--- config.mk ---
export PLATFORM = sky130hd
export DESIGN_NAME = button_click_release_hold_events_flat
export DESIGN_NICKNAME = d
export VERILOG_FILES = /design/src/rtl/bcrhe_pkg.sv /design/src/rtl/bcrhe_if.sv /design/src/rtl/bcrhe_csr.sv /design/src/rtl/bcrhe_rem.sv /design/src/rtl/button_click_release_hold_events.sv /design/src/flat_wrapper.sv
export SDC_FILE = /design/constraint.sdc
export NUM_CORES = 1
export LEC_CHECK = 0
export BUFFER_PORTS_ARGS = -buffer_cell sky130_fd_sc_hd__buf_2
export CAP_MARGIN = 25
export CORE_MARGIN = 1
export CORE_UTILIZATION = 35
export DETAILED_ROUTE_END_ITERATION = 8
export PLACE_DENSITY = 0.58
export SYNTH_ARGS = -nofsm -noshare
export SYNTH_HDL_FRONTEND = slang
export SYNTH_SLANG_ARGS = --single-unit
--- constraint.sdc ---
create_clock -name clock -period 7.1 [get_ports clock]
set_clock_uncertainty 0.05 [all_clocks]
set_input_delay 0.71 -clock clock [delete_from_list [all_inputs] [get_ports clock]]
set_output_delay 0.71 -clock clock [all_outputs]
set_load 0.01 [all_outputs]
--- src/rtl/bcrhe_pkg.sv ---
// Shared types and constants of the button press, release and hold event detector.
package bcrhe_pkg;

   // Number of buttons tracked; buttons at or above the input width never read as pressed.
   localparam int BUTTONS   = 16;
   localparam int BTN_IDX_W = (BUTTONS > 1) ? $clog2(BUTTONS) : 1;

   // Field widths fixed by the interface.
   localparam int FIELD_W = 16;
   localparam int COUNT_W = 32;
   localparam int CNT_STEP_W = $clog2(COUNT_W);

   // Configuration port geometry.
   localparam int CSR_ADDR_W = 5;
   localparam int CSR_DATA_W = 32;

   // Register indexes, taken from byte address bits [4:2].
   typedef enum logic [2:0] {
      REG_CLICK_ENABLE   = 3'd0,
      REG_RELEASE_ENABLE = 3'd1,
      REG_HOLD_ENABLE    = 3'd2,
      REG_HOLD_THRESHOLD = 3'd3,
      REG_HOLD_PERIOD    = 3'd4
   } reg_idx_type;

   // Reset value of the hold period register.
   localparam logic [FIELD_W-1:0] HOLD_PERIOD_RESET = FIELD_W'(1);

   // Register file contents as seen by the sequencer.
   typedef struct packed {
      logic [FIELD_W-1:0] click_enable;
      logic [FIELD_W-1:0] release_enable;
      logic [FIELD_W-1:0] hold_enable;
      logic [FIELD_W-1:0] hold_threshold;
      logic [FIELD_W-1:0] hold_period;
   } cfg_type;

   // Status of the shared remainder unit.
   typedef struct packed {
      logic done;
      logic zero;
   } rem_stat_type;

   // Sequencer states.
   typedef enum logic [1:0] {
      ST_IDLE,
      ST_SCAN,
      ST_MOD,
      ST_DONE
   } state_type;

endpackage

--- src/rtl/bcrhe_if.sv ---
// Valid/ready channel interfaces for tick input beats and event result beats.
interface bcrhe_req_if;
   logic                         valid;
   logic                         ready;
   logic [bcrhe_pkg::FIELD_W-1:0] buttons_pressed;

   modport source (output valid, output buttons_pressed, input ready);
   modport sink   (input valid, input buttons_pressed, output ready);
endinterface

interface bcrhe_rsp_if;
   logic                         valid;
   logic                         ready;
   logic [bcrhe_pkg::FIELD_W-1:0] press_events;
   logic [bcrhe_pkg::FIELD_W-1:0] release_events;
   logic [bcrhe_pkg::FIELD_W-1:0] hold_events;

   modport source (output valid, output press_events, output release_events,
                   output hold_events, input ready);
   modport sink   (input valid, input press_events, input release_events,
                   input hold_events, output ready);
endinterface

--- src/rtl/bcrhe_csr.sv ---
// APB-style configuration register file for the event masks and hold timing.
module bcrhe_csr (
   input  logic                              clock,
   input  logic                              reset,
   input  logic                              psel,
   input  logic                              penable,
   input  logic                              pwrite,
   input  logic [bcrhe_pkg::CSR_ADDR_W-1:0]  paddr,
   input  logic [bcrhe_pkg::CSR_DATA_W-1:0]  pwdata,
   output logic [bcrhe_pkg::CSR_DATA_W-1:0]  prdata,
   output logic                              pready,
   output bcrhe_pkg::cfg_type                cfg
);

   bcrhe_pkg::cfg_type  cfg_ff;
   logic                wr_en;
   logic [2:0]          reg_idx;
   logic [bcrhe_pkg::FIELD_W-1:0] wdata;

   // Writes complete in the access phase; the port never stalls.
   assign pready  = 1'b1;
   assign wr_en   = psel & penable & pwrite;
   assign reg_idx = paddr[4:2];
   assign wdata   = pwdata[bcrhe_pkg::FIELD_W-1:0];

   // Register writes; unknown indexes are dropped.
   always_ff @(posedge clock) begin
      if (reset) begin
         cfg_ff.click_enable   <= '0;
         cfg_ff.release_enable <= '0;
         cfg_ff.hold_enable    <= '0;
         cfg_ff.hold_threshold <= '0;
         cfg_ff.hold_period    <= bcrhe_pkg::HOLD_PERIOD_RESET;
      end else if (wr_en) begin
         case (reg_idx)
            bcrhe_pkg::REG_CLICK_ENABLE:   cfg_ff.click_enable   <= wdata;
            bcrhe_pkg::REG_RELEASE_ENABLE: cfg_ff.release_enable <= wdata;
            bcrhe_pkg::REG_HOLD_ENABLE:    cfg_ff.hold_enable    <= wdata;
            bcrhe_pkg::REG_HOLD_THRESHOLD: cfg_ff.hold_threshold <= wdata;
            bcrhe_pkg::REG_HOLD_PERIOD:    cfg_ff.hold_period    <= wdata;
            default: ;
         endcase
      end
   end

   // Read-back mux.
   always_comb begin
      prdata = '0;
      case (reg_idx)
         bcrhe_pkg::REG_CLICK_ENABLE:
            prdata = bcrhe_pkg::CSR_DATA_W'(cfg_ff.click_enable);
         bcrhe_pkg::REG_RELEASE_ENABLE:
            prdata = bcrhe_pkg::CSR_DATA_W'(cfg_ff.release_enable);
         bcrhe_pkg::REG_HOLD_ENABLE:
            prdata = bcrhe_pkg::CSR_DATA_W'(cfg_ff.hold_enable);
         bcrhe_pkg::REG_HOLD_THRESHOLD:
            prdata = bcrhe_pkg::CSR_DATA_W'(cfg_ff.hold_threshold);
         bcrhe_pkg::REG_HOLD_PERIOD:
            prdata = bcrhe_pkg::CSR_DATA_W'(cfg_ff.hold_period);
         default: prdata = '0;
      endcase
   end

   assign cfg = cfg_ff;

endmodule

--- src/rtl/bcrhe_rem.sv ---
// Bit-serial restoring remainder unit: 32-bit count modulo 16-bit period.
module bcrhe_rem (
   input  logic                              clock,
   input  logic                              reset,
   input  logic                              start,
   input  logic [bcrhe_pkg::COUNT_W-1:0]     dividend,
   input  logic [bcrhe_pkg::FIELD_W-1:0]     divisor,
   output bcrhe_pkg::rem_stat_type           stat
);

   logic                                 busy_ff,  busy_in;
   logic                                 done_ff,  done_in;
   logic [bcrhe_pkg::CNT_STEP_W-1:0]     step_ff,  step_in;
   logic [bcrhe_pkg::COUNT_W-1:0]        dvd_ff,   dvd_in;
   logic [bcrhe_pkg::FIELD_W-1:0]        rem_ff,   rem_in;
   logic [bcrhe_pkg::FIELD_W-1:0]        div_ff,   div_in;
   logic [bcrhe_pkg::FIELD_W:0]          trial;
   logic [bcrhe_pkg::FIELD_W:0]          diff;

   // One quotient bit per cycle: shift in the next dividend bit and subtract if it fits.
   assign trial = {rem_ff, dvd_ff[bcrhe_pkg::COUNT_W-1]};
   assign diff  = trial - {1'b0, div_ff};

   always_comb begin
      busy_in = busy_ff;
      done_in = 1'b0;
      step_in = step_ff;
      dvd_in  = dvd_ff;
      rem_in  = rem_ff;
      div_in  = div_ff;
      if (start) begin
         busy_in = 1'b1;
         step_in = '0;
         dvd_in  = dividend;
         rem_in  = '0;
         div_in  = divisor;
      end else if (busy_ff) begin
         dvd_in  = {dvd_ff[bcrhe_pkg::COUNT_W-2:0], 1'b0};
         rem_in  = (trial >= {1'b0, div_ff}) ? diff[bcrhe_pkg::FIELD_W-1:0]
                                             : trial[bcrhe_pkg::FIELD_W-1:0];
         step_in = step_ff + 1'b1;
         if (step_ff == bcrhe_pkg::CNT_STEP_W'(bcrhe_pkg::COUNT_W - 1)) begin
            busy_in = 1'b0;
            done_in = 1'b1;
         end
      end
   end

   always_ff @(posedge clock) begin
      if (reset) begin
         busy_ff <= 1'b0;
         done_ff <= 1'b0;
         step_ff <= '0;
      end else begin
         busy_ff <= busy_in;
         done_ff <= done_in;
         step_ff <= step_in;
      end
   end

   // Datapath registers need no reset.
   always_ff @(posedge clock) begin
      dvd_ff <= dvd_in;
      rem_ff <= rem_in;
      div_ff <= div_in;
   end

   assign stat.done = done_ff;
   assign stat.zero = (rem_ff == '0);

endmodule

--- src/rtl/button_click_release_hold_events.sv ---
// Top level: per-button press, release and hold-repeat event detector.
//
// Each tick beat carries the pressed bit of every button; the block answers with one result
// beat of press, release and hold event masks. A sequencer visits the buttons one per cycle,
// pausing on a button while its remainder check runs, and reads and updates a 32-bit
// pressed-tick count for each. Only a button that is pressed, hold-enabled, past the hold
// threshold and under a nonzero period needs its count taken modulo the period, and that
// goes through one shared bit-serial remainder unit, so a tick is worked on longer for each
// button that needs the check. The input side is not ready while a tick is being worked on;
// a finished result waits in an output register and the next tick is accepted while it does.
// Counts clear at reset with no extra pass.
module button_click_release_hold_events (
   input  logic                              clock,
   input  logic                              reset,
   bcrhe_req_if.sink                         req,
   bcrhe_rsp_if.source                       rsp,
   input  logic                              psel,
   input  logic                              penable,
   input  logic                              pwrite,
   input  logic [bcrhe_pkg::CSR_ADDR_W-1:0]  paddr,
   input  logic [bcrhe_pkg::CSR_DATA_W-1:0]  pwdata,
   output logic [bcrhe_pkg::CSR_DATA_W-1:0]  prdata,
   output logic                              pready
);

   localparam int BTN  = bcrhe_pkg::BUTTONS;
   localparam int IW   = bcrhe_pkg::BTN_IDX_W;
   localparam int FW   = bcrhe_pkg::FIELD_W;
   localparam int CW   = bcrhe_pkg::COUNT_W;

   bcrhe_pkg::cfg_type       cfg;
   bcrhe_pkg::rem_stat_type  rem_stat;
   bcrhe_pkg::state_type     state_ff, state_in;

   logic [CW-1:0]  count_ff [BTN];
   logic [IW-1:0]  idx_ff;
   logic [FW-1:0]  bits_ff;
   logic [FW-1:0]  press_acc_ff, release_acc_ff, hold_acc_ff;
   logic [FW-1:0]  press_res_ff, release_res_ff, hold_res_ff;
   logic           rsp_valid_ff;

   logic [FW-1:0]  bit_mask;
   logic [CW-1:0]  cnt;
   logic           pressed;
   logic           need_mod;
   logic           is_last;
   logic           out_free;

   logic           accept;
   logic           rem_start;
   logic           finish_btn;
   logic           hold_hit;
   logic           load_rsp;
   logic [CW-1:0]  count_in;

   // Configuration registers.
   bcrhe_csr u_csr (
      .clock   (clock),
      .reset   (reset),
      .psel    (psel),
      .penable (penable),
      .pwrite  (pwrite),
      .paddr   (paddr),
      .pwdata  (pwdata),
      .prdata  (prdata),
      .pready  (pready),
      .cfg     (cfg)
   );

   // Shared modulo unit.
   bcrhe_rem u_rem (
      .clock    (clock),
      .reset    (reset),
      .start    (rem_start),
      .dividend (cnt),
      .divisor  (cfg.hold_period),
      .stat     (rem_stat)
   );

   // Current button: its one-hot bit (zero beyond the input width), count and pressed state.
   assign bit_mask = FW'(1) << idx_ff;
   assign cnt      = count_ff[idx_ff];
   assign pressed  = |(bits_ff & bit_mask);
   assign need_mod = pressed && (|(cfg.hold_enable & bit_mask)) &&
                     (cfg.hold_period != '0) && (cnt > CW'(cfg.hold_threshold));
   assign is_last  = (idx_ff == IW'(BTN - 1));
   assign out_free = !rsp_valid_ff || rsp.ready;
   assign count_in = pressed ? (cnt + 1'b1) : '0;

   // Next-state logic.
   always_comb begin
      state_in = state_ff;
      case (state_ff)
         bcrhe_pkg::ST_IDLE: begin
            if (req.valid) state_in = bcrhe_pkg::ST_SCAN;
         end
         bcrhe_pkg::ST_SCAN: begin
            if (need_mod)     state_in = bcrhe_pkg::ST_MOD;
            else if (is_last) state_in = bcrhe_pkg::ST_DONE;
         end
         bcrhe_pkg::ST_MOD: begin
            if (rem_stat.done) begin
               state_in = is_last ? bcrhe_pkg::ST_DONE : bcrhe_pkg::ST_SCAN;
            end
         end
         bcrhe_pkg::ST_DONE: begin
            if (out_free) state_in = bcrhe_pkg::ST_IDLE;
         end
         default: state_in = bcrhe_pkg::ST_IDLE;
      endcase
   end

   // Output and control decode.
   always_comb begin
      accept     = 1'b0;
      rem_start  = 1'b0;
      finish_btn = 1'b0;
      hold_hit   = 1'b0;
      load_rsp   = 1'b0;
      req.ready  = 1'b0;
      case (state_ff)
         bcrhe_pkg::ST_IDLE: begin
            req.ready = 1'b1;
            accept    = req.valid;
         end
         bcrhe_pkg::ST_SCAN: begin
            rem_start  = need_mod;
            finish_btn = !need_mod;
         end
         bcrhe_pkg::ST_MOD: begin
            finish_btn = rem_stat.done;
            hold_hit   = rem_stat.done && rem_stat.zero;
         end
         bcrhe_pkg::ST_DONE: begin
            load_rsp = out_free;
         end
         default: ;
      endcase
   end

   // Control registers.
   always_ff @(posedge clock) begin
      if (reset) begin
         state_ff     <= bcrhe_pkg::ST_IDLE;
         idx_ff       <= '0;
         rsp_valid_ff <= 1'b0;
      end else begin
         state_ff <= state_in;
         if (accept) begin
            idx_ff <= '0;
         end else if (finish_btn && !is_last) begin
            idx_ff <= idx_ff + 1'b1;
         end
         if (load_rsp) begin
            rsp_valid_ff <= 1'b1;
         end else if (rsp.ready) begin
            rsp_valid_ff <= 1'b0;
         end
      end
   end

   // Pressed-tick counts, cleared at reset and written once per visited button.
   always_ff @(posedge clock) begin
      if (reset) begin
         for (int i = 0; i < BTN; i++) begin
            count_ff[i] <= '0;
         end
      end else if (finish_btn) begin
         count_ff[idx_ff] <= count_in;
      end
   end

   // Tick beat capture and event accumulation.
   always_ff @(posedge clock) begin
      if (accept) begin
         bits_ff        <= req.buttons_pressed;
         press_acc_ff   <= '0;
         release_acc_ff <= '0;
         hold_acc_ff    <= '0;
      end else begin
         if (finish_btn) begin
            if (pressed && (cnt == '0)) begin
               press_acc_ff <= press_acc_ff | (bit_mask & cfg.click_enable);
            end
            if (!pressed && (cnt != '0)) begin
               release_acc_ff <= release_acc_ff | (bit_mask & cfg.release_enable);
            end
         end
         if (hold_hit) begin
            hold_acc_ff <= hold_acc_ff | (bit_mask & cfg.hold_enable);
         end
      end
   end

   // Result beat register.
   always_ff @(posedge clock) begin
      if (load_rsp) begin
         press_res_ff   <= press_acc_ff;
         release_res_ff <= release_acc_ff;
         hold_res_ff    <= hold_acc_ff;
      end
   end

   assign rsp.valid          = rsp_valid_ff;
   assign rsp.press_events   = press_res_ff;
   assign rsp.release_events = release_res_ff;
   assign rsp.hold_events    = hold_res_ff;

endmodule
--- src/flat_wrapper.sv ---
// flat-port wrapper written by rule: the top's interface ports become plain ports
module button_click_release_hold_events_flat 
  (clock, reset, psel, penable, pwrite, paddr, pwdata, prdata, pready, req_valid, req_buttons_pressed, req_ready, rsp_valid, rsp_press_events, rsp_release_events, rsp_hold_events, rsp_ready);
  bcrhe_req_if req_i ();
  bcrhe_rsp_if rsp_i ();
  input  logic clock;
  input  logic reset;
  input  logic psel;
  input  logic penable;
  input  logic pwrite;
  input  logic [bcrhe_pkg::CSR_ADDR_W-1:0] paddr;
  input  logic [bcrhe_pkg::CSR_DATA_W-1:0] pwdata;
  output logic [bcrhe_pkg::CSR_DATA_W-1:0] prdata;
  output logic pready;
  input wire logic [$bits(req_i.valid)-1:0] req_valid;
  input wire logic [$bits(req_i.buttons_pressed)-1:0] req_buttons_pressed;
  output wire logic [$bits(req_i.ready)-1:0] req_ready;
  output wire logic [$bits(rsp_i.valid)-1:0] rsp_valid;
  output wire logic [$bits(rsp_i.press_events)-1:0] rsp_press_events;
  output wire logic [$bits(rsp_i.release_events)-1:0] rsp_release_events;
  output wire logic [$bits(rsp_i.hold_events)-1:0] rsp_hold_events;
  input wire logic [$bits(rsp_i.ready)-1:0] rsp_ready;
  assign req_i.valid = req_valid;
  assign req_i.buttons_pressed = req_buttons_pressed;
  assign req_ready = req_i.ready;
  assign rsp_valid = rsp_i.valid;
  assign rsp_press_events = rsp_i.press_events;
  assign rsp_release_events = rsp_i.release_events;
  assign rsp_hold_events = rsp_i.hold_events;
  assign rsp_i.ready = rsp_ready;
  button_click_release_hold_events u_core (.clock(clock), .reset(reset), .req(req_i), .rsp(rsp_i), .psel(psel), .penable(penable), .pwrite(pwrite), .paddr(paddr), .pwdata(pwdata), .prdata(prdata), .pready(pready));
endmodule
## Word-level counts from Yosys, hierarchy flattened

Memory sizes are Yosys's and may differ from the RTL's. A register that Yosys moved wholly into a read port is not among the register bits.
Cells that the tools add are included.

| storage, ports and cells | value |
|---|---|
| register bits | 270 |
| memory bits (writable) | 512 |
| bits of input ports | 60 |
| output and inout bits | 83 |
| memories | 1 |

Memories:

| name | depth | bits a word | rd ports | clocked after memory_dff | write ports | RTL line | RTL |
|---|---|---|---|---|---|---|---|
| u_core.count_ff | 16 | 32 | 1 | 1 | 16 | button_click_release_hold_events.sv:35 | `logic [CW-1:0] count_ff [BTN];` |

| cells by class | value |
|---|---|
| add/sub/neg operators | 4 |
| order comparisons | 2 |
| eq/ne operators | 13 |
| shift operators | 1 |
| muxes and demuxes | 34 |
| bitwise operators | 10 |
| reductions and logical operators | 34 |

Operator list:

| kind | number |
|---|---|
| 2-to-1 mux 32 bit | 4 |
| case mux 16 bit (5 select lines) | 1 |
| bitwise AND 16 bit | 4 |
| OR 16 bit | 3 |
| adder 32 x 1 -> 32 bit, second input constant | 1 |
| > comparator 32 x 16 -> 1 bit | 1 |
| logical NOT 32 bit | 1 |
| nonzero test 32 bit | 1 |
| OR reduction 16 bit | 2 |
| OR reduction 32 bit | 1 |
| >= comparator 17 x 16 -> 1 bit | 1 |
| 2-to-1 mux 1 bit | 17 |
| logical NOT 16 bit | 1 |
| 2-to-1 mux 16 bit | 1 |
| nonzero test 16 bit | 1 |
| << shifter 1 x 4 -> 16 bit, first input constant | 1 |
| subtractor 16 bit | 1 |
| AND reduction 2 bit | 7 |
| 2-to-1 mux 2 bit | 6 |
| 2-to-1 mux 4 bit | 3 |
| case mux 2 bit (4 select lines) | 1 |
| logical AND 1 bit | 7 |
| == test 3 x 2 -> 1 bit, second input constant | 2 |
| adder 5 x 1 -> 5 bit, second input constant | 1 |
| other kinds (21) | 29 |

## Logic depth before layout (Yosys ltp)

Gate-level depths: netlist (run 1).

| depth | value |
|---|---|
| depth after elaboration | 13 |
| mapped depth | 20 |

## Hierarchy

A second synthesis (run 1) with hierarchy kept.

| second synthesis, totals | value |
|---|---|
| cell total of the unflattened synthesis | 2,730 |
| area total of the unflattened synthesis | 35,420.2 µm² |

Modules (own cells, without submodules):

| module | instances | cells each | area each (µm²) |
|---|---|---|---|
| button_click_release_hold_events | 1 | 2,021 | 27,741.6 |
| bcrhe_csr | 1 | 386 | 3,946.3 |
| bcrhe_rem | 1 | 323 | 3,732.3 |

## Least setup slack after synthesis (run 1)

Ideal clock, no wire load.

| timing | value |
|---|---|
| path type | register to register |
| from | register with a tool-made name |
| to | memory u_core.count_ff[0][0] in the netlist's numbering, enable pin |
| library setup time | 0.389 ns |
| arrival | 4.766 ns |
| data required time | 6.661 ns |
| slack | 1.895 ns |
| cell stages (with the launch flop) | 19 |
| buffers on the path | 5 |
| path through | dfxtp_1 -> buf_6 -> buf_8 -> buf_8 -> mux4_2 -> a22o_1 -> a221oi_1 -> inv_1 -> ha_1 -> nor2b_1 -> o21a_1 -> o21a_1 -> o311ai_0 -> a22o_1 -> a41o_2 -> buf_4 -> o211ai_4 -> buf_6 -> nand2_1 |

RTL lines:

| what | RTL line |
|---|---|
| end: declaration | button_click_release_hold_events.sv:35 |

==> results_dict.tcl, run 1 <==
set metrics [dict create \
    status "finished, final reports clean" \
    antenna_found_initial 1 \
    grt_pass1_wl_um 154000 \
    post-route-util 0.402 \
    peakVddDrop_mv 0.198 \
    numCtsBuffers 86 \
    syn_inst 2841 \
    via_count 23800 \
    synth-edff-count 624 \
    cp_data_arrival_time_ns 6.25 \
    worstHoldStart "req_buttons_pressed[2]" \
    antenna_cells 0 \
    core_um2 100000 \
    cp_max_fo 28 \
    final_common_cell "edfxtp_1" \
    drv_cap 0 \
    drive_above_1_share 0.189 \
    yosys.area_share.xor_xnor 0.00467 \
    clockRootBuffer "clkbuf_16" \
    setup_viol 0 \
    postCtsSetupBuffers 0 \
    cts_buffer_depth 3 \
    mostFrequentLayoutCells "624 x edfxtp_1, 601 x nor2_1, 267 x nand2_1, 160 x dfxtp_1, 122 x mux4_2" \
    async_reset_ff_frac 0 \
    ys_seq_elements 786 \
    cts.sink_count 786 \
    p_leak_nw 13.7 \
    synth_top_family_by_area "simple AND/OR/NAND/NOR gates" \
    htreeDepth 3 \
    rsz0062_at_grt "no" \
    clock_latency_ns 0.68 \
    power_density_nw_per_um2 291 \
    synthDistinctLibCells 84 \
    routed_wl_um 104000 \
    synthAdderAreaFrac 0.0167 \
    die_w_um 321 \
    cp.required_ns 7.44 \
    ys_seq_area_frac 0.617 \
    endpoint_kind "flop" \
    grt_max_degree 67 \
    avgSynthCellArea_um2 12.5 \
    fin_crit_sh 0.832 \
    synth-simple-area-share 0.127 \
    worst_setup_path_start_kind "flop" \
    overflow 0 \
    synth_area_um2 35600 \
    tightest_slew_ns 1.06 \
    setup_tns_ns 0 \
    area_growth_pct 13.4 \
    min_period_ns 5.91 \
    slew_violations 0 \
    cts.repair.resized 0 \
    clk_pin_slew_worst_paths_ns 0.06 \
    final_net_count 3027 \
    top_register "u_core.count_ff" \
    drc_errors 0 \
    synth_compound_area_frac 0.0879 \
    fp.dieH_um 321 \
    grt_pass1_vias 23400 \
    drt_iter0_drc 2462 \
    largest_reg_flops 512 \
    ys.flop_type "edfxtp_1" \
    initial_core_util 0.355 \
    hold_violations 0 \
    cts_tree "built" \
    maxSlewHeadroom 0.296 \
    first_pass_iters 5 \
    wl_per_cell_um 24.0 \
    grt_usage 0.201 \
    antenna_left 0 \
    pin_count 143 \
    die_area_um2 103000 \
    ctsHoldBuffers 0 \
    num-fill-cells 9594 \
    fmax_ghz 0.169 \
    dp_hpwl_um 63400 \
    routed_via_density 5.48 \
    muxShareOfSynthArea 0.102 \
    min_path_type "in2reg" \
    portBuffers 107 \
    rows 116 \
    yosys_warnings 0 \
    gp_congestion 0.864 \
    critPathKind "reg2reg" \
]
routing by layer:
| layer | global-route usage | wire length, µm |
|---|---|---|
| met1 | 0.281 | 44400 |
| met2 | 0.320 | 48600 |
| met3 | 0.0320 | 8190 |
| met4 | 0.0596 | 2910 |
| met5 | 0 | 0 |
stage by stage:
step	cells	setup slack (ns)	power (mW)	hold slack (ns)	instance area, µm²
detailed placement	4188	1.28	7.40	0.366	37600
global placement	4183	1.25	7.38	0.366	37600
finish	4345	1.19	11.8	0.162	40400
floorplan	2856	1.89	6.79	0.358	35700
global route	4345	0.912	12.2	0.137	40400
CTS	4344	1.25	11.8	0.133	40400
synthesized netlist by cell type, drive strengths merged (12+ instances only):
library cell | number | share of area
o21a | 14 | 0.0029
a31oi | 12 | 0.0021
a22oi | 56 | 0.012
nor2 | 602 | 0.063
clkbuf | 94 | 0.0099
o22ai | 17 | 0.0030
nor4 | 28 | 0.0051
inv | 60 | 0.0063
o31ai | 17 | 0.0050
mux4 | 126 | 0.080
nand4 | 20 | 0.0037
a41oi | 13 | 0.0032
nand3 | 46 | 0.0065
and3 | 22 | 0.0039
a32o | 16 | 0.0045
ha | 46 | 0.016
o21ai | 48 | 0.0082
edfxtp | 624 | 0.53
mux2 | 26 | 0.0082
nand2 | 284 | 0.030
nor2b | 18 | 0.0032
nor3 | 15 | 0.0021
a221oi | 13 | 0.0034
dfxtp | 162 | 0.091
buf | 138 | 0.029
a21oi | 115 | 0.016
a211oi | 13 | 0.0029
mux2i | 49 | 0.014
xnor2 | 13 | 0.0032
o211ai | 14 | 0.0058
critical path, stage by stage (launching register included):
cell	delay, ns
dfxtp_4	0.74
buf_12	0.33
mux4_2	0.55
a22o_1	0.24
nor2_1	0.34
inv_1	0.25
ha_1	0.35
nand4_1	0.09
nor3_1	0.25
o311ai_0	0.17
a22o_1	0.28
a41o_2	0.53
o211ai_4	0.82
buf_4	0.46
nor2_1	0.09
cell families (layout without fill, tap and decap cells):
kind of cell,count (synthesis),in the layout
AO/OA/AOI/OAI,415,415
buffers and inverters,292,424
other,2,17
XOR/XNOR,19,19
adder cells (fa/ha/maj),47,47
AND/OR/NAND/NOR,1079,1079
multiplexers,201,201
flip-flops,786,786
layout make-up:
type / count / area (µm²) / share of cell area
clock buffers: 109 / 2320 / 0.0574
clock inverters: 47 / 458 / 0.0113
inverters: 60 / 225 / 0.00557
multi-input cells: 1778 / 12200 / 0.303
flip-flops and latches: 786 / 22000 / 0.544
well taps: 1357 / 1700 / 0.0420
repair buffers: 208 / 1490 / 0.0369
power by group:
part,internal (mW),switching [mW]
registers,5.15,0.112
logic,0.659,1.40
clock network,2.54,1.92
total,8.36,3.42
worst paths after layout:
kind / endpoint / slack [ns] / depth (start not counted)
max: u_core.count_ff[2][0] / 1.19 / 14
min: u_core.bits_ff[2] / 0.16 / 1
max reg2reg: u_core.count_ff[2][0] / 1.19 / 14
min reg2reg: u_core.rsp.press_events[1] / 0.38 / 0
No activity file was read; power rests on OpenSTA's default activity.
==> run 2: changes to the inputs <==
- clock period: 7.1 -> 5.71 ns (I/O delays scaled with it)
==> results_dict.tcl, run 2 (same netlist as run 1, synthesis figures left out) <==
set metrics [dict create \
    status "finished, final reports clean" \
    drv_cap 0 \
    cts_buffer_depth 3 \
    dp_hpwl_um 64000 \
    routed_wl_um 104000 \
    cp_data_arrival_time_ns 5.51 \
    tightest_slew_ns 0.966 \
    wl_per_cell_um 23.9 \
    fmax_ghz 0.192 \
    area_growth_pct 14.0 \
    grt_pass1_vias 23300 \
    mostFrequentLayoutCells "624 x edfxtp_1, 601 x nor2_1, 267 x nand2_1, 160 x dfxtp_1, 122 x mux4_2" \
    antenna_cells 0 \
    htreeDepth 3 \
    die_w_um 321 \
    slew_violations 0 \
    hold_violations 0 \
    drt_iter0_drc 2566 \
    routed_via_density 5.48 \
    largest_reg_flops 512 \
    final_common_cell "edfxtp_1" \
    drc_errors 0 \
    maxSlewHeadroom 0.355 \
    gp_congestion 0.882 \
    power_density_nw_per_um2 359 \
    drive_above_1_share 0.190 \
    cts_tree "built" \
    cts.sink_count 786 \
    portBuffers 107 \
    rows 116 \
    endpoint_kind "flop" \
    via_count 23900 \
    worst_setup_path_start_kind "flop" \
    die_area_um2 103000 \
    antenna_found_initial 1 \
    post-route-util 0.405 \
    first_pass_iters 5 \
    clock_latency_ns 0.64 \
    initial_core_util 0.355 \
    peakVddDrop_mv 0.223 \
    grt_pass1_wl_um 153000 \
    postCtsSetupBuffers 0 \
    antenna_left 0 \
    cp.required_ns 6.01 \
    top_register "u_core.count_ff" \
    grt_max_degree 79 \
    clk_pin_slew_worst_paths_ns 0.06 \
    pin_count 143 \
    clockRootBuffer "clkbuf_16" \
    fin_crit_sh 0.912 \
    ctsHoldBuffers 0 \
    min_period_ns 5.21 \
    core_um2 100000 \
    cts.repair.resized 0 \
    final_net_count 3045 \
    setup_tns_ns 0 \
    setup_viol 0 \
    overflow 0 \
    rsz0062_at_grt "no" \
    numCtsBuffers 83 \
    fp.dieH_um 321 \
    dpl_cell_area_um2 37900 \
    final_area_um2 40600 \
    min_path_type "in2reg" \
    critPathKind "reg2reg" \
    p_leak_nw 13.8 \
    grt_usage 0.199 \
    cp_max_fo 32 \
]
[run 2: power breakdown]
group / leakage, nW / internal [mW] / switching, mW
sequential: 7.64 / 6.41 / 0.134
combinational: 4.83 / 0.847 / 1.74
clock: 1.32 / 3.17 / 2.27
[run 2: cell type report]
type                       count  area, µm²
fill                        9545      59800
multi-input combinational   1778      12200
inverter                      60        225
clock buffer                 105       2270
sequential                   786      22000
timing repair buffer         229       1790
clock inverter                39        429
tap                         1357       1700
[run 2: metrics by stage]
stage	power (mW)	cells	setup WS [ns]	hold slack, ns
2_1_floorplan	8.44	2856	0.505	0.358
5_1_grt	15.1	4354	0.348	0.0423
3_3_place_gp	9.21	4205	0.605	0.364
6_report	14.6	4354	0.502	0.0644
4_1_cts	14.6	4353	0.583	0.0263
3_5_place_dp	9.24	4209	0.621	0.368
[run 2: critical path, stage by stage, from the launching register on]
cell,delay [ns]
dfxtp_1,0.95
nor2b_2,0.36
a22o_1,0.29
nor2_1,0.38
inv_1,0.26
ha_1,0.35
nand4_1,0.09
nor3_1,0.25
o311ai_0,0.17
a22o_1,0.30
a41o_2,0.31
buf_12,0.19
o2111ai_4,0.21
buf_4,0.59
nor2_1,0.11
[run 2: layer usage]
layer / track usage / vias to the layer above / wire [µm]
met4: 0.0675 / 0 / 3200
li1: - / 10600 / -
met2: 0.320 / 1039 / 48600
met3: 0.0295 / 204 / 7790
met1: 0.275 / 12000 / 44400
met5: 0 / - / 0
[run 2: final timing paths]
path / endpoint / start / cells past startpoint / slack, ns
setup reg to reg: u_core.count_ff[14][20] / flop / 14 / 0.50
hold reg to reg: u_core.rsp.release_events[12] / u_core.release_acc_ff[12] / 0 / 0.38
hold / removal: u_core.bits_ff[11] / req_buttons_pressed[11] / 1 / 0.06
setup / recovery: u_core.count_ff[14][20] / flop / 14 / 0.50
